--- config.mk ---
export PLATFORM = sky130hd
export DESIGN_NAME = infix_to_postfix_converter
export DESIGN_NICKNAME = d
export VERILOG_FILES = /design/src/hw/rtl/isp_pkg.sv /design/src/hw/rtl/isp_front.sv /design/src/hw/rtl/isp_queue.sv /design/src/hw/rtl/isp_back.sv /design/src/hw/rtl/infix_to_postfix_converter.sv
export SDC_FILE = /design/constraint.sdc
export NUM_CORES = 1
export LEC_CHECK = 0
export ABC_AREA = 1
export BUFFER_PORTS_ARGS = -buffer_cell sky130_fd_sc_hd__buf_2
export CAP_MARGIN = 20
export CORE_MARGIN = 5
export CORE_UTILIZATION = 25
export DETAILED_ROUTE_END_ITERATION = 7
export PLACE_DENSITY_LB_ADDON = 0.15
export SLEW_MARGIN = 40
export SYNTH_ARGS = -nofsm -noshare
export SYNTH_HDL_FRONTEND = slang
export SYNTH_SLANG_ARGS = --single-unit
--- constraint.sdc ---
create_clock -name clk -period 4.95 [get_ports clk]
set_input_delay 0.7425 -clock clk [delete_from_list [all_inputs] [get_ports clk]]
set_output_delay 0.7425 -clock clk [all_outputs]
set_load 0.02 [all_outputs]
--- src/hw/rtl/isp_pkg.sv ---
package isp_pkg;

  localparam int STACK_DEPTH = 16;
  localparam int MAX_RESULTS = 16;
  localparam int QUEUE_DEPTH = 2;

  localparam int CNT_W  = $clog2(STACK_DEPTH + 1);
  localparam int IDX_W  = $clog2(STACK_DEPTH);
  localparam int RCNT_W = $clog2(MAX_RESULTS + 1);
  localparam int QPTR_W = (QUEUE_DEPTH > 1) ? $clog2(QUEUE_DEPTH) : 1;
  localparam int QCNT_W = $clog2(QUEUE_DEPTH + 1);

  typedef logic [CNT_W-1:0]  cnt_t;
  typedef logic [IDX_W-1:0]  idx_t;
  typedef logic [RCNT_W-1:0] rcnt_t;
  typedef logic [QPTR_W-1:0] qptr_t;
  typedef logic [QCNT_W-1:0] qcnt_t;

  // incoming token kinds
  localparam logic [2:0] TOK_NUM   = 3'd0;
  localparam logic [2:0] TOK_OP    = 3'd1;
  localparam logic [2:0] TOK_OPEN  = 3'd2;
  localparam logic [2:0] TOK_CLOSE = 3'd3;
  localparam logic [2:0] TOK_END   = 3'd4;

  // result kinds
  localparam logic [1:0] OUT_NUM = 2'd0;
  localparam logic [1:0] OUT_OP  = 2'd1;
  localparam logic [1:0] OUT_ERR = 2'd2;

  // error codes
  localparam logic [1:0] ERR_NONE      = 2'd0;
  localparam logic [1:0] ERR_OVERFLOW  = 2'd1;
  localparam logic [1:0] ERR_UNMATCHED = 2'd2;

  typedef enum logic [2:0] {
    CMD_NUM,
    CMD_OP,
    CMD_OPEN,
    CMD_CLOSE,
    CMD_END
  } cmd_kind_t;

  typedef struct packed {
    cmd_kind_t   kind;
    logic [3:0]  code;
    logic [2:0]  prec;
    logic [63:0] value;
  } cmd_t;

  typedef struct packed {
    logic       is_open;
    logic [3:0] code;
    logic [2:0] prec;
  } entry_t;

  typedef struct packed {
    logic [1:0]  kind;
    logic [3:0]  operator_code;
    logic [63:0] value;
    logic [1:0]  error_code;
    logic        last_of_run;
    logic        expression_end;
  } result_t;

endpackage

--- src/hw/rtl/isp_front.sv ---
module isp_front (
  input  logic          in_valid,
  output logic          in_ready,
  input  logic [2:0]    in_token_kind,
  input  logic [3:0]    in_operator_code,
  input  logic [2:0]    in_op_precedence,
  input  logic [63:0]   in_number_value,
  input  logic          queue_full,
  output logic          enq_valid,
  output isp_pkg::cmd_t enq_cmd
);

  logic known;

  assign in_ready = !queue_full;

  always_comb begin
    known         = 1'b1;
    enq_cmd.kind  = isp_pkg::CMD_NUM;
    enq_cmd.code  = in_operator_code;
    enq_cmd.prec  = in_op_precedence;
    enq_cmd.value = in_number_value;
    case (in_token_kind)
      isp_pkg::TOK_NUM:   enq_cmd.kind = isp_pkg::CMD_NUM;
      isp_pkg::TOK_OP:    enq_cmd.kind = isp_pkg::CMD_OP;
      isp_pkg::TOK_OPEN:  enq_cmd.kind = isp_pkg::CMD_OPEN;
      isp_pkg::TOK_CLOSE: enq_cmd.kind = isp_pkg::CMD_CLOSE;
      isp_pkg::TOK_END:   enq_cmd.kind = isp_pkg::CMD_END;
      default:            known = 1'b0;
    endcase
  end

  // unknown kinds are taken and dropped here
  assign enq_valid = in_valid && in_ready && known;

endmodule

--- src/hw/rtl/isp_queue.sv ---
module isp_queue (
  input  logic          clk,
  input  logic          rst_n,
  input  logic          enq_valid,
  input  isp_pkg::cmd_t enq_cmd,
  output logic          full,
  output logic          deq_valid,
  output isp_pkg::cmd_t deq_cmd,
  input  logic          deq_pop
);

  isp_pkg::cmd_t  store [isp_pkg::QUEUE_DEPTH];
  isp_pkg::qptr_t wr_ptr_r, wr_ptr_nxt;
  isp_pkg::qptr_t rd_ptr_r, rd_ptr_nxt;
  isp_pkg::qcnt_t count_r, count_nxt;
  logic           do_enq, do_deq;

  assign full      = (count_r == isp_pkg::qcnt_t'(isp_pkg::QUEUE_DEPTH));
  assign deq_valid = (count_r != '0);
  assign deq_cmd   = store[rd_ptr_r];
  assign do_enq    = enq_valid && !full;
  assign do_deq    = deq_pop && deq_valid;

  function automatic isp_pkg::qptr_t ptr_inc(input isp_pkg::qptr_t p);
    if (p == isp_pkg::qptr_t'(isp_pkg::QUEUE_DEPTH - 1)) begin
      return '0;
    end
    return p + isp_pkg::qptr_t'(1);
  endfunction

  always_comb begin
    wr_ptr_nxt = do_enq ? ptr_inc(wr_ptr_r) : wr_ptr_r;
    rd_ptr_nxt = do_deq ? ptr_inc(rd_ptr_r) : rd_ptr_r;
    count_nxt  = count_r;
    if (do_enq && !do_deq) begin
      count_nxt = count_r + isp_pkg::qcnt_t'(1);
    end else if (do_deq && !do_enq) begin
      count_nxt = count_r - isp_pkg::qcnt_t'(1);
    end
  end

  always_ff @(posedge clk) begin
    if (do_enq) begin
      store[wr_ptr_r] <= enq_cmd;
    end
  end

  always_ff @(posedge clk) begin
    if (!rst_n) begin
      wr_ptr_r <= '0;
      rd_ptr_r <= '0;
      count_r  <= '0;
    end else begin
      wr_ptr_r <= wr_ptr_nxt;
      rd_ptr_r <= rd_ptr_nxt;
      count_r  <= count_nxt;
    end
  end

endmodule

--- src/hw/rtl/isp_back.sv ---
module isp_back (
  input  logic             clk,
  input  logic             rst_n,
  input  logic             cmd_valid,
  input  isp_pkg::cmd_t    cmd,
  output logic             cmd_pop,
  output logic             out_valid,
  input  logic             out_ready,
  output isp_pkg::result_t out_res
);

  // top of stack lives in a register, the rest in the array below it
  isp_pkg::entry_t  stack_mem [isp_pkg::STACK_DEPTH];
  isp_pkg::entry_t  top_r, top_nxt;
  isp_pkg::cnt_t    cnt_r, cnt_nxt;
  isp_pkg::cnt_t    open_cnt_r, open_cnt_nxt;
  isp_pkg::rcnt_t   res_cnt_r, res_cnt_nxt;
  logic             out_valid_r;
  isp_pkg::result_t out_res_r;

  isp_pkg::entry_t  below;
  isp_pkg::entry_t  new_entry;
  isp_pkg::cnt_t    below_cnt, wr_cnt, op_cnt;
  isp_pkg::result_t res;
  logic             emit, want, go, done, nat_last;
  logic             do_pop, do_push, do_replace, do_clear;
  logic             top_is_op, can_out, not_full;

  assign below_cnt = cnt_r - isp_pkg::cnt_t'(2);
  assign wr_cnt    = cnt_r - isp_pkg::cnt_t'(1);
  assign below     = stack_mem[below_cnt[isp_pkg::IDX_W-1:0]];
  assign op_cnt    = cnt_r - open_cnt_r;
  assign top_is_op = (cnt_r != '0) && !top_r.is_open;
  assign not_full  = (cnt_r < isp_pkg::cnt_t'(isp_pkg::STACK_DEPTH));
  assign can_out   = !out_valid_r || out_ready;

  always_comb begin
    emit       = 1'b0;
    nat_last   = 1'b0;
    done       = 1'b0;
    do_pop     = 1'b0;
    do_push    = 1'b0;
    do_replace = 1'b0;
    do_clear   = 1'b0;
    new_entry  = '{is_open: 1'b0, code: cmd.code, prec: cmd.prec};
    res        = '0;
    case (cmd.kind)
      isp_pkg::CMD_NUM: begin
        emit      = 1'b1;
        nat_last  = 1'b1;
        done      = 1'b1;
        res.kind  = isp_pkg::OUT_NUM;
        res.value = cmd.value;
      end
      isp_pkg::CMD_OP: begin
        if (top_is_op && (top_r.prec >= cmd.prec)) begin
          emit              = 1'b1;
          res.kind          = isp_pkg::OUT_OP;
          res.operator_code = top_r.code;
          nat_last = (cnt_r == isp_pkg::cnt_t'(1)) || below.is_open ||
                     (below.prec < cmd.prec);
          // on the final pop the new operator takes the freed slot
          if (nat_last) begin
            do_replace = 1'b1;
            done       = 1'b1;
          end else begin
            do_pop = 1'b1;
          end
        end else if (not_full) begin
          do_push = 1'b1;
          done    = 1'b1;
        end else begin
          emit           = 1'b1;
          nat_last       = 1'b1;
          done           = 1'b1;
          res.kind       = isp_pkg::OUT_ERR;
          res.error_code = isp_pkg::ERR_OVERFLOW;
        end
      end
      isp_pkg::CMD_OPEN: begin
        new_entry = '{is_open: 1'b1, code: 4'd0, prec: 3'd0};
        if (not_full) begin
          do_push = 1'b1;
        end else begin
          emit           = 1'b1;
          nat_last       = 1'b1;
          res.kind       = isp_pkg::OUT_ERR;
          res.error_code = isp_pkg::ERR_OVERFLOW;
        end
        done = 1'b1;
      end
      isp_pkg::CMD_CLOSE: begin
        if (open_cnt_r == '0) begin
          emit           = 1'b1;
          nat_last       = 1'b1;
          done           = 1'b1;
          res.kind       = isp_pkg::OUT_ERR;
          res.error_code = isp_pkg::ERR_UNMATCHED;
        end else if (top_r.is_open) begin
          do_pop = 1'b1;
          done   = 1'b1;
        end else begin
          emit              = 1'b1;
          do_pop            = 1'b1;
          res.kind          = isp_pkg::OUT_OP;
          res.operator_code = top_r.code;
          nat_last          = below.is_open;
        end
      end
      isp_pkg::CMD_END: begin
        if (op_cnt == '0) begin
          // only open parens left: drop them at once
          do_clear = 1'b1;
          done     = 1'b1;
        end else if (top_r.is_open) begin
          do_pop = 1'b1;
        end else begin
          emit              = 1'b1;
          res.kind          = isp_pkg::OUT_OP;
          res.operator_code = top_r.code;
          nat_last          = (op_cnt == isp_pkg::cnt_t'(1));
          if (nat_last) begin
            do_clear = 1'b1;
            done     = 1'b1;
          end else begin
            do_pop = 1'b1;
          end
        end
      end
      default: begin
        done = 1'b1;
      end
    endcase
    res.last_of_run    = nat_last ||
                         (res_cnt_r == isp_pkg::rcnt_t'(isp_pkg::MAX_RESULTS - 1));
    res.expression_end = res.last_of_run && (cmd.kind == isp_pkg::CMD_END);
  end

  // results past the per-token limit are dropped, the pops still happen
  assign want    = emit && (res_cnt_r < isp_pkg::rcnt_t'(isp_pkg::MAX_RESULTS));
  assign go      = cmd_valid && (!want || can_out);
  assign cmd_pop = go && done;

  always_comb begin
    top_nxt      = top_r;
    cnt_nxt      = cnt_r;
    open_cnt_nxt = open_cnt_r;
    res_cnt_nxt  = res_cnt_r;
    if (go) begin
      if (done) begin
        res_cnt_nxt = '0;
      end else if (want) begin
        res_cnt_nxt = res_cnt_r + isp_pkg::rcnt_t'(1);
      end
      if (do_clear) begin
        cnt_nxt      = '0;
        open_cnt_nxt = '0;
      end else if (do_pop) begin
        top_nxt = below;
        cnt_nxt = cnt_r - isp_pkg::cnt_t'(1);
        if (top_r.is_open) begin
          open_cnt_nxt = open_cnt_r - isp_pkg::cnt_t'(1);
        end
      end else if (do_push) begin
        top_nxt = new_entry;
        cnt_nxt = cnt_r + isp_pkg::cnt_t'(1);
        if (new_entry.is_open) begin
          open_cnt_nxt = open_cnt_r + isp_pkg::cnt_t'(1);
        end
      end else if (do_replace) begin
        top_nxt = new_entry;
      end
    end
  end

  always_ff @(posedge clk) begin
    if (go && do_push && (cnt_r != '0)) begin
      stack_mem[wr_cnt[isp_pkg::IDX_W-1:0]] <= top_r;
    end
  end

  always_ff @(posedge clk) begin
    top_r <= top_nxt;
    if (go && want) begin
      out_res_r <= res;
    end
  end

  always_ff @(posedge clk) begin
    if (!rst_n) begin
      cnt_r       <= '0;
      open_cnt_r  <= '0;
      res_cnt_r   <= '0;
      out_valid_r <= 1'b0;
    end else begin
      cnt_r      <= cnt_nxt;
      open_cnt_r <= open_cnt_nxt;
      res_cnt_r  <= res_cnt_nxt;
      if (go && want) begin
        out_valid_r <= 1'b1;
      end else if (out_ready) begin
        out_valid_r <= 1'b0;
      end
    end
  end

  assign out_valid = out_valid_r;
  assign out_res   = out_res_r;

endmodule

--- src/hw/rtl/infix_to_postfix_converter.sv ---
// the first result of a token passes through the command queue and the output register
// throughput while the output is not stalled: one number, push or open paren per cycle;
// operator pops, close paren pops and end drains: one stack entry per cycle (one port)
// an end token drops leftover open parens all at once when no operator remains
// reset (rst_n low, synchronous) empties the stack, the command queue and the output
module infix_to_postfix_converter (
  input  logic        clk,
  input  logic        rst_n,
  input  logic        in_valid,
  output logic        in_ready,
  input  logic [2:0]  in_token_kind,
  input  logic [3:0]  in_operator_code,
  input  logic [2:0]  in_op_precedence,
  input  logic [63:0] in_number_value,
  output logic        out_valid,
  input  logic        out_ready,
  output logic [1:0]  out_kind,
  output logic [3:0]  out_operator,
  output logic [63:0] out_value,
  output logic [1:0]  out_error_code,
  output logic        out_last_of_run,
  output logic        out_expression_end
);

  isp_pkg::cmd_t    enq_cmd, deq_cmd;
  isp_pkg::result_t res;
  logic             enq_valid, queue_full, deq_valid, deq_pop;

  isp_front u_front (
    .in_valid         (in_valid),
    .in_ready         (in_ready),
    .in_token_kind    (in_token_kind),
    .in_operator_code (in_operator_code),
    .in_op_precedence (in_op_precedence),
    .in_number_value  (in_number_value),
    .queue_full       (queue_full),
    .enq_valid        (enq_valid),
    .enq_cmd          (enq_cmd)
  );

  isp_queue u_queue (
    .clk       (clk),
    .rst_n     (rst_n),
    .enq_valid (enq_valid),
    .enq_cmd   (enq_cmd),
    .full      (queue_full),
    .deq_valid (deq_valid),
    .deq_cmd   (deq_cmd),
    .deq_pop   (deq_pop)
  );

  isp_back u_back (
    .clk       (clk),
    .rst_n     (rst_n),
    .cmd_valid (deq_valid),
    .cmd       (deq_cmd),
    .cmd_pop   (deq_pop),
    .out_valid (out_valid),
    .out_ready (out_ready),
    .out_res   (res)
  );

  assign out_kind           = res.kind;
  assign out_operator       = res.operator_code;
  assign out_value          = res.value;
  assign out_error_code     = res.error_code;
  assign out_last_of_run    = res.last_of_run;
  assign out_expression_end = res.expression_end;

endmodule

Word level (Yosys, flattened, before mapping):

Memory sizes are Yosys's and may differ from the RTL's. A register that Yosys moved wholly into a read port is not among the register bits.
Cells that the tools add are included.

* bits in registers: 102
* RAM bits: 276
* output and inout port bits: 76
* word-level logic and storage cells: 168
* memories kept: 2

* add/subtract/negate cells: 11
* magnitude comparators: 4
* eq/ne operators: 13
* muxes and demuxes: 78
* bitwise operators: 1
* reduce and logical (&&, ||, !) cells: 43

Memories
* u_queue.store: words 2, width 74, read ports 1, clocked after Yosys merged registers in 1, wr ports 1, RTL line isp_queue.sv:12 `isp_pkg::cmd_t store [isp_pkg::QUEUE_DEPTH];`
* u_back.stack_mem: words 16, width 8, read ports 1, clocked after Yosys merged registers in 0, wr ports 1, RTL line isp_back.sv:13 `isp_pkg::entry_t stack_mem [isp_pkg::STACK_DEPTH];`

Operators with widths (count)
* 5-bit two-way mux: 11
* 1-bit two-way mux: 44
* 8-bit two-way mux: 4
* 5-bit by 1-bit adder with 5-bit output, second input constant: 3
* 1-bit logical AND: 15
* 2-bit two-way mux: 7
* 3-bit by 2-bit equality test with 1-bit output, second input constant: 4
* 3-bit case mux with 4 select lines: 1
* 4-bit case mux with 3 select lines: 1
* 5-bit by 1-bit equality test with 1-bit output, second input constant: 2
* 5-bit zero test: 2
* 5-bit < comparator, second input constant: 2
* 1-bit case mux with 5 select lines: 2
* 5-bit by 1-bit subtractor with 5-bit output, second input constant: 2
* 3-bit nonzero test: 3
* 4-bit two-way mux: 2
* 2-bit case mux with 4 select lines: 1
* 2-bit nonzero test: 4
* 3-bit by 1-bit equality test with 1-bit output, second input constant: 2
* 3-bit equality test, second input constant: 2
* 1-bit zero test: 6
* 3-bit zero test: 2
* 6-bit two-way mux: 1
* 1-bit case mux with 3 select lines: 2
* other kinds (19): 25

Logic depth before layout (Yosys ltp):

Gate-level depths: netlist (run 1).

* depth after elaboration: 14
* depth in mapped cells: 29
* depth with buffers taken out: 24

Modules after synthesis:

A second synthesis (run 1) with hierarchy kept.

* cell total of the unflattened synthesis: 1291
* area, all modules: 16567.1 µm²

By module, submodules not included
* isp_back: times used 1, cells an instance 942, area each 10154.7 µm²
* isp_queue: times used 1, cells an instance 267, area each 5831.8 µm²
* isp_front: times used 1, cells an instance 82, area each 580.6 µm²

Worst setup path after synthesis (run 1):

OpenSTA, ideal clock, no wires.

* path type: input to register
* from: input in_token_kind[0]
* to: memory u_queue.store[1][0] in the netlist's numbering, enable pin
* setup time: 0.509 ns
* arrival time: 4.259 ns
* required time: 4.441 ns
* slack: 0.181 ns
* cell stages on the path: 6
* cells stage by stage: inv_1 nand2_1 nand2_1 and3_1 inv_1 nor2_1

* cells in the longest elaborated chain, start to end: 7
* elaborated cells between the ends (all ways): 11
* classes of those cells: eq/ne: 4; mux: 3; reduce/logical: 4

Ends and longest elaborated chain
* from (decl): RTL line infix_to_postfix_converter.sv:11 `input logic [2:0] in_token_kind,`
* 3-bit by 1-bit equality test with 1-bit output, or another cell as far along: RTL line isp_front.sv:23 `case (in_token_kind)`
* 5-bit OR reduction (no source line) (*)
* 1-bit two-way mux (*): RTL line isp_front.sv:23
* 1-bit logical AND (*): RTL line isp_front.sv:34 `assign enq_valid = in_valid && in_ready && known;`
* 1-bit logical AND (*): RTL line isp_queue.sv:21 `assign do_enq = enq_valid && !full;`
* named net u_queue.do_enq: RTL line isp_queue.sv:16 `logic do_enq, do_deq;`
* 1-bit two-way mux (*): RTL line isp_queue.sv:43 `if (do_enq) begin`
* 1-bit two-way mux (not written as such) (*): RTL line isp_queue.sv:44 `store[wr_ptr_r] <= enq_cmd;`
* to (decl): RTL line isp_queue.sv:12

Mark *: on every way through the listed nets, which the timed path passes. The rest lies on a longest branch.

==> results by group, run 1 <==
Clocking
  – Clk Latency, worst-skew pair: 0.57 ns
  – TritonCTS clock tree: done
  – TritonCTS Sinks: 379
  – Post-cts sizing count: 0
  – Count of H-tree levels built during CTS: 2
  – Buffers from clock root to sink, at most: 3
  – Number of clock buffers inserted by TritonCTS: 42
  – Clock transition at the registers of the reported paths: 0.06 ns
  – Post-CTS setup-driven buffer insertion count: 0
  – Count of hold-fix buffers inserted at cts: 0
  – Root buffer selected by CTS: sky130_fd_sc_hd__clkbuf_16

Global route
  – Total routing resource utilization after global routing: 0.116
  – Initial antenna violation count: 11
  – First-pass GRT wire length: 60.1 mm
  – GRT Residual Overflow: 0
  – Vias in the first global route: 9761
  – Pin count of the biggest net entering global routing: 75

Layout
  – Fraction of final layout cells with drive strength greater than 1: 0.212
  – Storage element area: 11200 µm²
  – FILL cells: 6087
  – Total area of multi-input combinational cells: 3700 µm²
  – Post-Layout Cell Count: 2208
  – Synth-to-layout area growth: 20.8%
  – Cell area after layout: 18500 µm²
  – Final net count: 1495

Setup path
  – Critical Path Sink Type: register
  – Register-to-register setup slack: 1.03 ns
  – Required time reported for the critical path endpoint: 5.14 ns
  – CP Class: register to register
  – Cells traversed along the worst timing path: mux2i_1 -> ha_1 -> a21oi_1 -> nand3_1 -> nand2_1 -> nor2_1 -> nand2_2 -> nand2_1 -> nor2_1 -> nand3_2 -> nand3_2 -> nand2_4 -> nor3_2 -> nand2_1 -> nor2_1
  – Slowest cell delay on critical path: 0.70 ns
  – Number of buffer and inverter stages on the critical path: 0
  – CP Max Fanout: 18
  – Highest-delay cell along the critical path: sky130_fd_sc_hd__nor2_1
  – Setup crit start kind: register
  – Endpoint arrival time on the critical path: 4.11 ns
  – Cell depth of the worst setup path: 15
  – CP delay by family, top: simple AND/OR/NAND/NOR gates
  – R2r worst-path depth: 15
  – Worst r2r dst: u_back.stack_mem[4][7]$_DFFE_PP_

Drt
  – Length of the first detailed-routing pass in iterations: 5
  – Total wire length: 39.7 mm
  – Via count of the routed design: 9656
  – Detailed router's first-iteration violation count: 579
  – Drc violations: 0
  – Remaining number of nets flagged by the antenna check after routing: 0
  – Vias per cell: 4.37
  – Average routed wire per standard cell: 18.0 µm

Placed design
  – Count of buffers from port buffering: 153
  – Post-place instance area: 17100 µm²
  – Worst Setup Slack post-DPL: 0.928 ns
  – Cells after DPL: 2128
  – Routability Congestion: 0.786
  – Half-perimeter wire length of the detailed placement result: 25.0 mm

Synthesis
  – Share of synthesized registers carrying an async set or reset: 0
  – Count of synthesis-stage warnings from yosys: 0
  – Top_reg_cell synth: sky130_fd_sc_hd__edfxtp_1
  – Top post-synthesis cells by area: sky130_fd_sc_hd__edfxtp_1 (70%), sky130_fd_sc_hd__nand2_1 (6.7%), sky130_fd_sc_hd__a21oi_1 (3.0%)
  – Largest area contributor in the netlist: sky130_fd_sc_hd__edfxtp_1
  – Mean post-synth cell area: 12.5 µm²
  – Library cell with the highest instance count after synthesis: sky130_fd_sc_hd__edfxtp_1
  – Share of the yosys chip area belonging to registers: 0.730
  – Post-synthesis cell type count: 49
  – Gate count after technology mapping: 1220
  – Fraction of post-synthesis cell area in the top cell type by area: 0.702
  – Synth cell count leaders: sky130_fd_sc_hd__edfxtp_1 (358), sky130_fd_sc_hd__nand2_1 (275), sky130_fd_sc_hd__nor2_1 (119)
  – Number of flops mapped to enable cells by yosys: 358
  – Register bit count reported by yosys: 379
  – Total nets after synthesis: 1324
  – Summed instance area of the synthesized netlist: 15300 µm²

Power
  – Total power divided by cell area: 621 nW/µm²
  – Overall power consumption: 11500 µW
  – Maximum vdd ir drop: 263 µV
  – Leakage power figure: 0.00681 µW

Job
  – Number of max-cap violations: 0

Timing
  – Setup Total Neg Slack: 0 ns
  – Final Hold Violating Endpoints: 0
  – Setup-failing EPs final: 0
  – Worst slew margin: 0.438
  – Fin crit share: 0.792
  – Slew @ Worst Pin: 0.843 ns
  – Worst clock skew: 0.0137 ns
  – Final Critical Period: 3.92 ns
  – Unrepaired setup endpoints after global routing: false
  – Final Slew Violations: 0
  – Min setup slack post-route: 1.03 ns
  – Max Freq: 0.255 GHz

Hold path
  – Destination of the worst hold path: u_queue.store[1][46]$_DFFE_PP_
  – Worst min-delay path category: input pin to register
  – Launch instance of the worst min-delay path: in_number_value[46]
  – Worst Hold Depth: 1

Floorplanning
  – Initial core utilization: 0.253
  – Width of the die: 257 µm
  – Core Rows: 90
  – Area of the die: 66300 µm²
  – # IOs: 154
  – Die Ht: 257 µm
  – Core Footprint: 60500 µm²

Status
  – Run status: complete, no violations
[where the power goes]
part	leakage [µW]	total [µW]	switching (µW)	internal, µW
logic	0.00269	3960	2830	1140
registers	0.00346	4400	235	4170
clock network	0.000661	3120	1300	1820
[cell usage in the layout, fill, tap and decap left out, types with 3 or more instances in the layout]
cell                          n
sky130_fd_sc_hd__nand4_1      5
sky130_fd_sc_hd__buf_4       14
sky130_fd_sc_hd__buf_6        4
sky130_fd_sc_hd__clkinv_1     7
sky130_fd_sc_hd__edfxtp_1   358
sky130_fd_sc_hd__nor2_1     112
sky130_fd_sc_hd__o221ai_1     5
sky130_fd_sc_hd__or2_2        4
sky130_fd_sc_hd__a21oi_1     92
sky130_fd_sc_hd__inv_1       53
sky130_fd_sc_hd__clkbuf_16   43
sky130_fd_sc_hd__o21ai_1      8
sky130_fd_sc_hd__nand2_2     10
sky130_fd_sc_hd__nand3_1     40
sky130_fd_sc_hd__o22ai_1     19
sky130_fd_sc_hd__buf_12       4
sky130_fd_sc_hd__nor2_2       9
sky130_fd_sc_hd__bufinv_16    4
sky130_fd_sc_hd__o211ai_1     7
sky130_fd_sc_hd__xor2_1       9
sky130_fd_sc_hd__dfxtp_1     19
sky130_fd_sc_hd__buf_2      154
sky130_fd_sc_hd__inv_2       10
sky130_fd_sc_hd__clkinv_2     6
sky130_fd_sc_hd__clkbuf_1     7
sky130_fd_sc_hd__o21ai_0     69
sky130_fd_sc_hd__nand3_2      4
sky130_fd_sc_hd__diode_2      6
sky130_fd_sc_hd__nand3b_1     3
sky130_fd_sc_hd__nand2_1    275
sky130_fd_sc_hd__nor2_4       5
sky130_fd_sc_hd__clkinv_4     3
sky130_fd_sc_hd__ha_1        24
[worst register-to-register path: cells and delay by family (launching register included)]
| family | cells | cell delay, ns |
|---|---|---|
| multiplexers | 1 | 0.47 |
| AND/OR/NAND/NOR | 12 | 2.01 |
| flip-flops | 1 | 0.59 |
| AO/OA/AOI/OAI | 1 | 0.15 |
| adder cells (fa/ha/maj) | 1 | 0.33 |
[through the flow]
step / utilization / hold slack [ns]
2_1_floorplan: - / 0.440
3_3_place_gp: 0.282 / 0.454
5_1_grt: 0.306 / 0.328
4_1_cts: 0.305 / 0.325
6_report: 0.306 / 0.363
3_5_place_dp: 0.283 / 0.457
[state kept, by name, summed over array words and instances, names as in the netlist, named ones only]
register / cells
u_back.open_cnt_r: 5
u_back.out_res: 74
u_queue.store: 148
u_back.out_valid: 1
u_back.top_r: 8
u_back.cnt_r: 5
u_back.stack_mem: 128
u_queue.count_r: 2
u_back.res_cnt_r: 5
u_queue.wr_ptr_r: 1
u_queue.rd_ptr_r: 1
[layout make-up]
class	count	share of cell area
flip-flops and latches	379	0.604
multi-input cells	723	0.200
clock buffers	51	0.0603
repair buffers	177	0.0549
well taps	782	0.0529
inverters	68	0.0141
clock inverters	22	0.0131
diodes	6	0.000812
[routing by layer]
metal	vias to the layer above	GRT usage	wire length [µm]
met5	-	0	62
met4	10	0.0294	901
met3	71	0.0432	2930
met2	245	0.188	18300
met1	4682	0.148	17500
li1	4648	-	-
[cell families after synthesis]
kind of cell | count (synthesis) | synth area share
buffers and inverters | 118 | 0.0314
XOR/XNOR | 11 | 0.00678
AO/OA/AOI/OAI | 208 | 0.0752
multiplexers | 2 | 0.00131
flip-flops | 379 | 0.730
AND/OR/NAND/NOR | 476 | 0.133
adder cells (fa/ha/maj) | 26 | 0.0222
[how the worst max path moves through the flow]
stage / start / end / slack [ns]
2_1_floorplan: in_token_kind[0] / u_queue.store[1][0]$_DFFE_PP_ / 0.18
4_1_cts: register / u_back.stack_mem[6][7]$_DFFE_PP_ / 0.91
3_5_place_dp: register / u_back.stack_mem[9][3]$_DFFE_PP_ / 0.93
3_3_place_gp: register / u_back.stack_mem[9][3]$_DFFE_PP_ / 0.95
5_1_grt: u_back.cnt_r[2]$_SDFFE_PN0P_ / u_back.open_cnt_r[4]$_SDFFE_PN0P_ / 0.69
6_report: register / u_back.stack_mem[4][7]$_DFFE_PP_ / 1.03
(Power assumes the default switching activity.)
==> run 2: changes to the inputs <==
ABC_AREA = 0   (was 1)
clock period = 3.3 ns   (was 4.95 ns; I/O delays follow)
==> run 2 against run 1 <==
Against the previous run:
- the flow now finishes with violations (negative setup slack)
- first-iteration DRC count decreased by 0.35%
- global-route usage decreased by 0.16 points
- wire length shrank 3.9%
- utilization up 2.5 points
- combinational power is 17% higher
- power is 33% higher
- sequential power increased by 39%
- via count down 12%
- sequential cell count unchanged
- register-to-register slack got worse by 1.4 ns
- critical path type unchanged
- critical endpoint is now u_back.open_cnt_r[4]$_SDFFE_PN0P_
- largest cell class unchanged
==> results by group, run 2 <==
Timing
  – Worst slew margin: 0.562 (was 0.438)
  – Unrepaired setup endpoints after global routing: true (was false)
  – Setup-failing EPs final: 144 (was 0)
  – Slew @ Worst Pin: 0.657 ns (was 0.843 ns)
  – Max Freq: 0.270 GHz (was 0.255 GHz)
  – Fin crit share: 1.12 (was 0.792)
  – Setup Total Neg Slack: -11.43 ns (was 0 ns)
  – Final Critical Period: 3.71 ns (was 3.92 ns)
  – Worst clock skew: 0.0430 ns (was 0.0137 ns)
  – Final Hold Violating Endpoints: 0 (unchanged)
  – Min setup slack post-route: -0.410 ns (was 1.03 ns)
  – Final Slew Violations: 0 (unchanged)

Clocking
  – Root buffer selected by CTS: sky130_fd_sc_hd__clkbuf_16 (unchanged)
  – Count of hold-fix buffers inserted at cts: 0 (unchanged)
  – Clk Latency, worst-skew pair: 0.58 ns (was 0.57 ns)
  – Number of clock buffers inserted by TritonCTS: 44 (was 42)
  – Count of H-tree levels built during CTS: 2 (unchanged)
  – Clock transition at the registers of the reported paths: 0.06 ns (about the same)
  – TritonCTS Sinks: 379 (unchanged)
  – Buffers from clock root to sink, at most: 3 (unchanged)
  – TritonCTS clock tree: done (unchanged)

Synthesis
  – Count of synthesis-stage warnings from yosys: 0 (unchanged)
  – Fraction of post-synthesis cell area in the top cell type by area: 0.711 (was 0.702)
  – Top post-synthesis cells by area: sky130_fd_sc_hd__edfxtp_1 (71%), sky130_fd_sc_hd__mux2i_1 (5.2%), sky130_fd_sc_hd__mux4_2 (4.9%) (was sky130_fd_sc_hd__edfxtp_1 (70%), sky130_fd_sc_hd__nand2_1 (6.7%), sky130_fd_sc_hd__a21oi_1 (3.0%))
  – Largest area contributor in the netlist: sky130_fd_sc_hd__edfxtp_1 (unchanged)
  – Share of the yosys chip area belonging to registers: 0.739 (was 0.730)
  – Gate count after technology mapping: 886 (was 1220)
  – Summed instance area of the synthesized netlist: 15100 µm² (was 15300 µm²)
  – Post-synthesis cell type count: 61 (was 49)
  – Total nets after synthesis: 990 (was 1324)
  – Register bit count reported by yosys: 379 (unchanged)
  – Synth cell count leaders: sky130_fd_sc_hd__edfxtp_1 (358), sky130_fd_sc_hd__nor2_1 (107), sky130_fd_sc_hd__mux2i_1 (79) (was sky130_fd_sc_hd__edfxtp_1 (358), sky130_fd_sc_hd__nand2_1 (275), sky130_fd_sc_hd__nor2_1 (119))
  – Share of synthesized registers carrying an async set or reset: 0 (unchanged)
  – Mean post-synth cell area: 17.1 µm² (was 12.5 µm²)
  – Top_reg_cell synth: sky130_fd_sc_hd__edfxtp_1 (unchanged)
  – Number of flops mapped to enable cells by yosys: 358 (unchanged)
  – Library cell with the highest instance count after synthesis: sky130_fd_sc_hd__edfxtp_1 (unchanged)

Layout
  – Most common cell after layout, fill and taps aside: sky130_fd_sc_hd__edfxtp_1 (unchanged)
  – Synth-to-layout area growth: 31.7% (was 20.8%)
  – FILL cells: 5892 (was 6087)
  – Register with the most flip-flops: u_queue.store (unchanged)
  – Fraction of final layout cells with drive strength greater than 1: 0.378 (was 0.212)
  – Storage element area: 11200 µm² (about the same)
  – Post-Layout Cell Count: 2002 (was 2208)
  – Total area of multi-input combinational cells: 4190 µm² (was 3700 µm²)
  – Highest-count cells in the layout ignoring fill and taps: sky130_fd_sc_hd__edfxtp_1 (358), sky130_fd_sc_hd__buf_2 (153), sky130_fd_sc_hd__nor2_1 (89) (was sky130_fd_sc_hd__edfxtp_1 (358), sky130_fd_sc_hd__nand2_1 (275), sky130_fd_sc_hd__buf_2 (154))
  – Max reg flops: 148 (unchanged)
  – Cell area after layout: 19900 µm² (was 18500 µm²)
  – Final net count: 1286 (was 1495)

Placed design
  – Routability Congestion: 0.757 (was 0.786)
  – Count of buffers from port buffering: 153 (unchanged)
  – Post-place instance area: 18100 µm² (was 17100 µm²)
  – Half-perimeter wire length of the detailed placement result: 26.1 mm (was 25.0 mm)
  – Cells after DPL: 1906 (was 2128)

Setup path
  – Launch point of the critical path: u_back.cnt_r[0]$_SDFFE_PN0P_
  – Highest-delay cell along the critical path: sky130_fd_sc_hd__mux4_2 (was sky130_fd_sc_hd__nor2_1)
  – Most frequent cell on the critical path: sky130_fd_sc_hd__mux4_2
  – CP Max Fanout: 6 (was 18)
  – Number of buffer and inverter stages on the critical path: 2 (was 0)
  – Startpoint of the most critical register-to-register path: u_back.cnt_r[0]$_SDFFE_PN0P_
  – Register-to-register setup slack: -0.41 ns (was 1.03 ns)
  – Critical Path Sink Type: register (unchanged)
  – Required time reported for the critical path endpoint: 3.78 ns (was 5.14 ns)
  – CP Class: register to register (unchanged)
  – Cells traversed along the worst timing path: buf_12 -> mux4_2 -> mux4_2 -> ha_4 -> o21a_1 -> o22a_1 -> o2111ai_2 -> o21a_4 -> inv_6 -> fa_2 -> a21o_1 -> a21oi_2 -> mux2i_1 -> o31ai_1 -> a21oi_1 (was mux2i_1 -> ha_1 -> a21oi_1 -> nand3_1 -> nand2_1 -> nor2_1 -> nand2_2 -> nand2_1 -> nor2_1 -> nand3_2 -> nand3_2 -> nand2_4 -> nor3_2 -> nand2_1 -> nor2_1)
  – Slowest cell delay on critical path: 0.55 ns (was 0.70 ns)
  – Worst r2r dst: u_back.open_cnt_r[4]$_SDFFE_PN0P_ (was u_back.stack_mem[4][7]$_DFFE_PP_)
  – CP delay by family, top: multiplexers (was simple AND/OR/NAND/NOR gates)
  – R2r worst-path depth: 15 (unchanged)
  – Endpoint arrival time on the critical path: 4.19 ns (was 4.11 ns)
  – Setup crit start kind: register (unchanged)

Hold path
  – Worst Hold Depth: 1 (unchanged)
  – Worst min-delay path category: input pin to register (unchanged)
  – Destination of the worst hold path: u_queue.store[1][5]$_DFFE_PP_ (was u_queue.store[1][46]$_DFFE_PP_)
  – Launch instance of the worst min-delay path: in_number_value[5] (was in_number_value[46])

Drt
  – Vias per cell: 4.25 (was 4.37)
  – Via count of the routed design: 8515 (was 9656)
  – Drc violations: 0 (unchanged)
  – Length of the first detailed-routing pass in iterations: 4 (was 5)
  – Total wire length: 38.1 mm (was 39.7 mm)
  – Detailed router's first-iteration violation count: 577 (was 579)
  – Remaining number of nets flagged by the antenna check after routing: 0 (unchanged)
  – Average routed wire per standard cell: 19.0 µm (was 18.0 µm)

Status
  – Violated checks: negative setup slack
  – Run status: finished, violations left (was complete, no violations)

Power
  – Total power divided by cell area: 770 nW/µm² (was 621 nW/µm²)
  – Maximum vdd ir drop: 401 µV (was 263 µV)
  – Leakage power figure: 0.00695 µW (was 0.00681 µW)
  – Overall power consumption: 15300 µW (was 11500 µW)

Job
  – Number of max-cap violations: 0 (unchanged)

Floorplanning
  – Core Rows: 90 (unchanged)
  – Width of the die: 256 µm (was 257 µm)
  – Area of the die: 65500 µm² (was 66300 µm²)
  – Die Ht: 256 µm (was 257 µm)
  – # IOs: 154 (unchanged)
  – Core Footprint: 60100 µm² (was 60500 µm²)
  – Initial core utilization: 0.251 (was 0.253)

Global route
  – Pin count of the biggest net entering global routing: 65 (was 75)
  – Initial antenna violation count: 10 (was 11)
  – Vias in the first global route: 8903 (was 9761)
  – Total routing resource utilization after global routing: 0.115 (was 0.116)
  – First-pass GRT wire length: 57.4 mm (was 60.1 mm)
  – GRT Residual Overflow: 0 (unchanged)
-- run 2: final cells by class --
class | instances | area share
Timing Repair Buffer | 284 | 0.105
Tap cell | 782 | 0.0492
Antenna cell | 5 | 0.000629
Sequential cell | 379 | 0.562
Clock inverter | 24 | 0.0108
Clock buffer | 55 | 0.0574
Inverter | 23 | 0.00497
Multi-Input combinational cell | 450 | 0.210
-- run 2: report_power, final --
part	total (µW)	internal, µW	switching, µW
clock	4570	2630	1930
combinational	4620	1980	2640
sequential	6130	5920	211
total	15300	10500	4790
-- run 2: what timing repair did --
item	CTS	global route
resized for setup	63	4
gates cloned	1	0
endpoints found under the hold margin	0	0
setup endpoints to repair	154	164
setup buffers	13	1
pin swaps	19	4
-- run 2: metrics by stage --
stage | util | setup WS (ns) | hold slack, ns
after global routing | 0.331 | -0.559 | 0.0595
after global placement | 0.301 | -0.439 | 0.485
after floorplan | - | -0.916 | 0.468
after detailed placement | 0.302 | -0.455 | 0.495
after CTS | 0.331 | -0.411 | 0.0482
final | 0.331 | -0.410 | 0.0991
-- run 2: worst max-delay path by stage --
stage | end | slack [ns] | depth (start not counted)
after floorplan | u_back.open_cnt_r[4]$_SDFFE_PN0P_ | -0.92 | 21
after global placement | u_back.cnt_r[4]$_SDFFE_PN0P_ | -0.44 | 13
after detailed placement | u_back.cnt_r[4]$_SDFFE_PN0P_ | -0.46 | 13
after CTS | u_back.open_cnt_r[4]$_SDFFE_PN0P_ | -0.41 | 15
after global routing | u_back.open_cnt_r[4]$_SDFFE_PN0P_ | -0.56 | 15
final | u_back.open_cnt_r[4]$_SDFFE_PN0P_ | -0.41 | 15
-- run 2: logic make-up (layout without fill, tap and decap cells) --
group	after synthesis	in the layout	synth area share
adders and majority gates	26	26	0.0225
AOI/OAI and AO/OA	82	82	0.0392
DFF	379	379	0.739
buffers and inverters	57	386	0.0151
other	0	5	0
xor gates and xnor gates	17	17	0.0104
muxes	122	122	0.113
and+or+nand+nor	203	203	0.0604
-- run 2: metal layers --
layer / part of all wire / vias to the layer above / track usage
met1: 0.43 / 4246 / 0.147
li1: - / 4026 / -
met3: 0.075 / 61 / 0.0401
met2: 0.47 / 172 / 0.185
met5: 0.0015 / - / 0
met4: 0.021 / 10 / 0.0322
==> run 3: changes to the inputs <==
SYNTH_HIERARCHICAL = 1   (was not set)
==> run 3 against run 2 <==
Against the previous run:
- the run still ends with negative setup slack left
- design area down 0.53%
- register-to-register slack got worse by 0.51 ns
- via count grew 0.35%
- die area grew 5.4%
- sequential power is essentially flat
- global-route usage is 0.90 points lower
- final cell count rose by 2.1%
- largest cell class unchanged
- synthesized area is 5.6% higher
==> results by group, run 3 <==
Status
  – Run status: finished, violations left (unchanged)
  – Violated checks: negative setup slack (unchanged)

Setup path
  – Critical Path Sink Type: register (unchanged)
  – Endpoint arrival time on the critical path: 4.65 ns (was 4.19 ns)
  – R2r worst-path depth: 14 (was 15)
  – Required time reported for the critical path endpoint: 3.73 ns (was 3.78 ns)
  – Startpoint of the most critical register-to-register path: u_back/cnt_r[0]$_SDFFE_PN0P_ (was u_back.cnt_r[0]$_SDFFE_PN0P_)
  – Register-to-register setup slack: -0.92 ns (was -0.41 ns)
  – Setup crit start kind: register (unchanged)
  – CP Class: register to register (unchanged)
  – Worst r2r dst: u_back/open_cnt_r[4]$_SDFFE_PN0P_ (was u_back.open_cnt_r[4]$_SDFFE_PN0P_)
  – CP Max Fanout: 3 (was 6)

Clocking
  – TritonCTS Sinks: 379 (unchanged)
  – TritonCTS clock tree: done (unchanged)
  – Root buffer selected by CTS: sky130_fd_sc_hd__clkbuf_16 (unchanged)
  – Clock transition at the registers of the reported paths: 0.06 ns (about the same)
  – Clk Latency, worst-skew pair: 0.57 ns (was 0.58 ns)
  – Count of H-tree levels built during CTS: 2 (unchanged)
  – Number of clock buffers inserted by TritonCTS: 42 (was 44)
  – Buffers from clock root to sink, at most: 3 (unchanged)
  – Count of hold-fix buffers inserted at cts: 0 (unchanged)

Synthesis
  – Post-synthesis cell type count: 66 (was 61)
  – Library cell with the highest instance count after synthesis: sky130_fd_sc_hd__edfxtp_1 (unchanged)
  – Summed instance area of the synthesized netlist: 16000 µm² (was 15100 µm²)
  – Share of the yosys chip area belonging to registers: 0.700 (was 0.739)
  – Number of flops mapped to enable cells by yosys: 358 (unchanged)
  – Largest area contributor in the netlist: sky130_fd_sc_hd__edfxtp_1 (unchanged)
  – Share of synthesized registers carrying an async set or reset: 0 (unchanged)
  – Register bit count reported by yosys: 379 (unchanged)
  – Gate count after technology mapping: 956 (was 886)
  – Total nets after synthesis: 1061 (was 990)
  – Top post-synthesis cells by area: sky130_fd_sc_hd__edfxtp_1 (67%), sky130_fd_sc_hd__mux4_2 (5.5%), sky130_fd_sc_hd__mux2_1 (4.2%) (was sky130_fd_sc_hd__edfxtp_1 (71%), sky130_fd_sc_hd__mux2i_1 (5.2%), sky130_fd_sc_hd__mux4_2 (4.9%))
  – Fraction of post-synthesis cell area in the top cell type by area: 0.674 (was 0.711)
  – Top_reg_cell synth: sky130_fd_sc_hd__edfxtp_1 (unchanged)
  – Mean post-synth cell area: 16.7 µm² (was 17.1 µm²)
  – Count of synthesis-stage warnings from yosys: 6 (was 0)
  – Synth cell count leaders: sky130_fd_sc_hd__edfxtp_1 (358), sky130_fd_sc_hd__and2_1 (72), sky130_fd_sc_hd__buf_4 (72) (was sky130_fd_sc_hd__edfxtp_1 (358), sky130_fd_sc_hd__nor2_1 (107), sky130_fd_sc_hd__mux2i_1 (79))

Layout
  – Synth-to-layout area growth: 24.1% (was 31.7%)
  – Most common cell after layout, fill and taps aside: sky130_fd_sc_hd__edfxtp_1 (unchanged)
  – FILL cells: 6221 (was 5892)
  – Fraction of final layout cells with drive strength greater than 1: 0.365 (was 0.378)
  – Register with the most flip-flops: u_queue/store (was u_queue.store)
  – Highest-count cells in the layout ignoring fill and taps: sky130_fd_sc_hd__edfxtp_1 (358), sky130_fd_sc_hd__buf_2 (153), sky130_fd_sc_hd__buf_4 (93) (was sky130_fd_sc_hd__edfxtp_1 (358), sky130_fd_sc_hd__buf_2 (153), sky130_fd_sc_hd__nor2_1 (89))
  – Max reg flops: 148 (unchanged)
  – Total area of multi-input combinational cells: 4270 µm² (was 4190 µm²)
  – Storage element area: 11200 µm² (unchanged)
  – Final net count: 1269 (was 1286)
  – Post-Layout Cell Count: 2044 (was 2002)

Timing
  – Final Hold Violating Endpoints: 0 (unchanged)
  – Worst clock skew: 0.0212 ns (was 0.0430 ns)
  – Final Critical Period: 4.22 ns (was 3.71 ns)
  – Final Slew Violations: 0 (unchanged)
  – Max Freq: 0.237 GHz (was 0.270 GHz)
  – Fin crit share: 1.28 (was 1.12)
  – Slew @ Worst Pin: 0.824 ns (was 0.657 ns)
  – Unrepaired setup endpoints after global routing: true (unchanged)
  – Setup-failing EPs final: 148 (was 144)
  – Worst slew margin: 0.451 (was 0.562)
  – Min setup slack post-route: -0.923 ns (was -0.410 ns)

Global route
  – Total routing resource utilization after global routing: 0.106 (was 0.115)
  – Initial antenna violation count: 3 (was 10)
  – First-pass GRT wire length: 56.9 mm (was 57.4 mm)
  – Pin count of the biggest net entering global routing: 65 (unchanged)
  – Vias in the first global route: 9054 (was 8903)
  – GRT Residual Overflow: 0 (unchanged)

Floorplanning
  – # IOs: 154 (unchanged)
  – Core Rows: 92 (was 90)
  – Area of the die: 69000 µm² (was 65500 µm²)
  – Die Ht: 263 µm (was 256 µm)
  – Width of the die: 263 µm (was 256 µm)
  – Initial core utilization: 0.253 (was 0.251)
  – Core Footprint: 63200 µm² (was 60100 µm²)

Drt
  – Drc violations: 0 (unchanged)
  – Vias per cell: 4.18 (was 4.25)
  – Detailed router's first-iteration violation count: 553 (was 577)
  – Via count of the routed design: 8545 (was 8515)
  – Remaining number of nets flagged by the antenna check after routing: 0 (unchanged)
  – Total wire length: 37.3 mm (was 38.1 mm)
  – Length of the first detailed-routing pass in iterations: 4 (unchanged)
  – Average routed wire per standard cell: 18.2 µm (was 19.0 µm)

Power
  – Maximum vdd ir drop: 333 µV (was 401 µV)
  – Leakage power figure: 0.00696 µW (was 0.00695 µW)
  – Combinational cell fraction of total power: 0.300 (was 0.302)
  – Sw Share: 0.302 (was 0.312)
  – Share of total power in sequential cells: 0.409 (was 0.400)
  – Proportion of power drawn by the clock network: 0.291 (was 0.298)
  – Internal cell power: 10500 µW (about the same)
  – Switching Power: 4550 µW (was 4790 µW)
  – Total power divided by cell area: 761 nW/µm² (was 770 nW/µm²)

Placed design
  – Cells after DPL: 1952 (was 1906)
  – Worst Setup Slack post-DPL: -0.937 ns (was -0.455 ns)
  – Half-perimeter wire length of the detailed placement result: 25.1 mm (was 26.1 mm)
  – Count of buffers from port buffering: 153 (unchanged)
  – Routability Congestion: 0.740 (was 0.757)

Hold path
  – Launch instance of the worst min-delay path: in_number_value[41] (was in_number_value[5])
  – Worst Hold Depth: 1 (unchanged)
  – Worst min-delay path category: input pin to register (unchanged)
  – Destination of the worst hold path: u_queue/store[0][41]$_DFFE_PP_ (was u_queue.store[1][5]$_DFFE_PP_)

Job
  – Number of max-cap violations: 0 (unchanged)
[run 3: cell types whose count changed after synthesis, sizes merged, moves of 10 or more]
| cell | delta |
|---|---|
| and2 | +65 |
| mux2i | -75 |
| nor2 | -82 |
| mux2 | +70 |
| nand2 | -10 |
| buf | +68 |
| nor3 | +10 |
[run 3: worst max-delay path by stage]
stage,from,end,cells past startpoint
floorplan,u_back/cnt_r[1]$_SDFFE_PN0P_,u_back/open_cnt_r[4]$_SDFFE_PN0P_,19
global placement,u_back/cnt_r[0]$_SDFFE_PN0P_,u_back/open_cnt_r[4]$_SDFFE_PN0P_,14
detailed placement,u_back/cnt_r[0]$_SDFFE_PN0P_,u_back/open_cnt_r[4]$_SDFFE_PN0P_,14
CTS,u_back/cnt_r[0]$_SDFFE_PN0P_,u_back/open_cnt_r[4]$_SDFFE_PN0P_,14
global route,u_back/cnt_r[0]$_SDFFE_PN0P_,u_back/open_cnt_r[4]$_SDFFE_PN0P_,15
finish,u_back/cnt_r[0]$_SDFFE_PN0P_,u_back/open_cnt_r[4]$_SDFFE_PN0P_,14
[run 3: stage by stage]
step                      power, µW  hold slack [ns]  cell area, µm²  setup TNS, ns   util
after CTS                     15300           0.0684           19700         -21.84  0.311
after detailed placement      10600            0.456           18200         -17.08  0.287
after global routing          15900           0.0802           19800         -53.55  0.313
final                         15100            0.120           19800         -15.95  0.313
after global placement        10600            0.452           18200         -18.32  0.287
after floorplan                8980            0.442           16200         -30.04      -
[run 3: area by class of cell]
class / instances / share of cell area
Inverter: 32 / 0.00676
Clock buffer: 65 / 0.0590
Timing Repair Buffer: 273 / 0.0948
Sequential cell: 379 / 0.565
Multi-Input combinational cell: 436 / 0.216
Antenna cell: 2 / 0.000253
Tap cell: 846 / 0.0535
Clock inverter: 11 / 0.00543
[run 3: what timing repair did]
item,4_1_cts,5_1_grt
gates cloned,1,0
gates resized for setup,26,15
endpoints found under the setup margin,152,231
pin swaps,20,17
buffers inserted,8,6
endpoints found under the hold margin,0,0
[run 3: kinds of logic after synthesis]
family	Yosys count	share of synthesized area
xor gates and xnor gates	16	0.00925
DFF	379	0.700
adders and majority gates	27	0.0221
and+or+nand+nor	198	0.0715
buffers and inverters	141	0.0534
AOI/OAI and AO/OA	76	0.0327
muxes	119	0.111
[run 3: per-layer routing]
metal | GRT usage | vias up | wire length (µm)
met5 | 0 | - | 13
met1 | 0.138 | 4324 | 16800
met2 | 0.178 | 160 | 18000
met4 | 0.0263 | 2 | 756
li1 | - | 3997 | -
met3 | 0.0257 | 62 | 1690
[run 3: worst max-delay path, stage by stage, from the launching register on]
cell	delay, ns
sky130_fd_sc_hd__dfxtp_4	0.36
sky130_fd_sc_hd__buf_6	0.10
sky130_fd_sc_hd__buf_6	0.10
sky130_fd_sc_hd__mux4_2	0.50
sky130_fd_sc_hd__mux4_2	0.53
sky130_fd_sc_hd__ha_4	0.20
sky130_fd_sc_hd__a2111oi_4	0.37
sky130_fd_sc_hd__and4bb_4	0.27
sky130_fd_sc_hd__nor3_4	0.25
sky130_fd_sc_hd__inv_4	0.08
sky130_fd_sc_hd__fa_2	0.36
sky130_fd_sc_hd__a21o_1	0.22
sky130_fd_sc_hd__a21oi_4	0.17
sky130_fd_sc_hd__nor4b_1	0.07
sky130_fd_sc_hd__or4b_1	0.50
[run 3: power by group through the flow]
stage	Clock [µW]	Sequential (µW)	Combinational, µW
after floorplan	0	6450	2530
after global placement	0	6260	4340
after detailed placement	0	6270	4340
after CTS	4580	6170	4540
after global routing	4750	6210	4950
final	4380	6160	4520
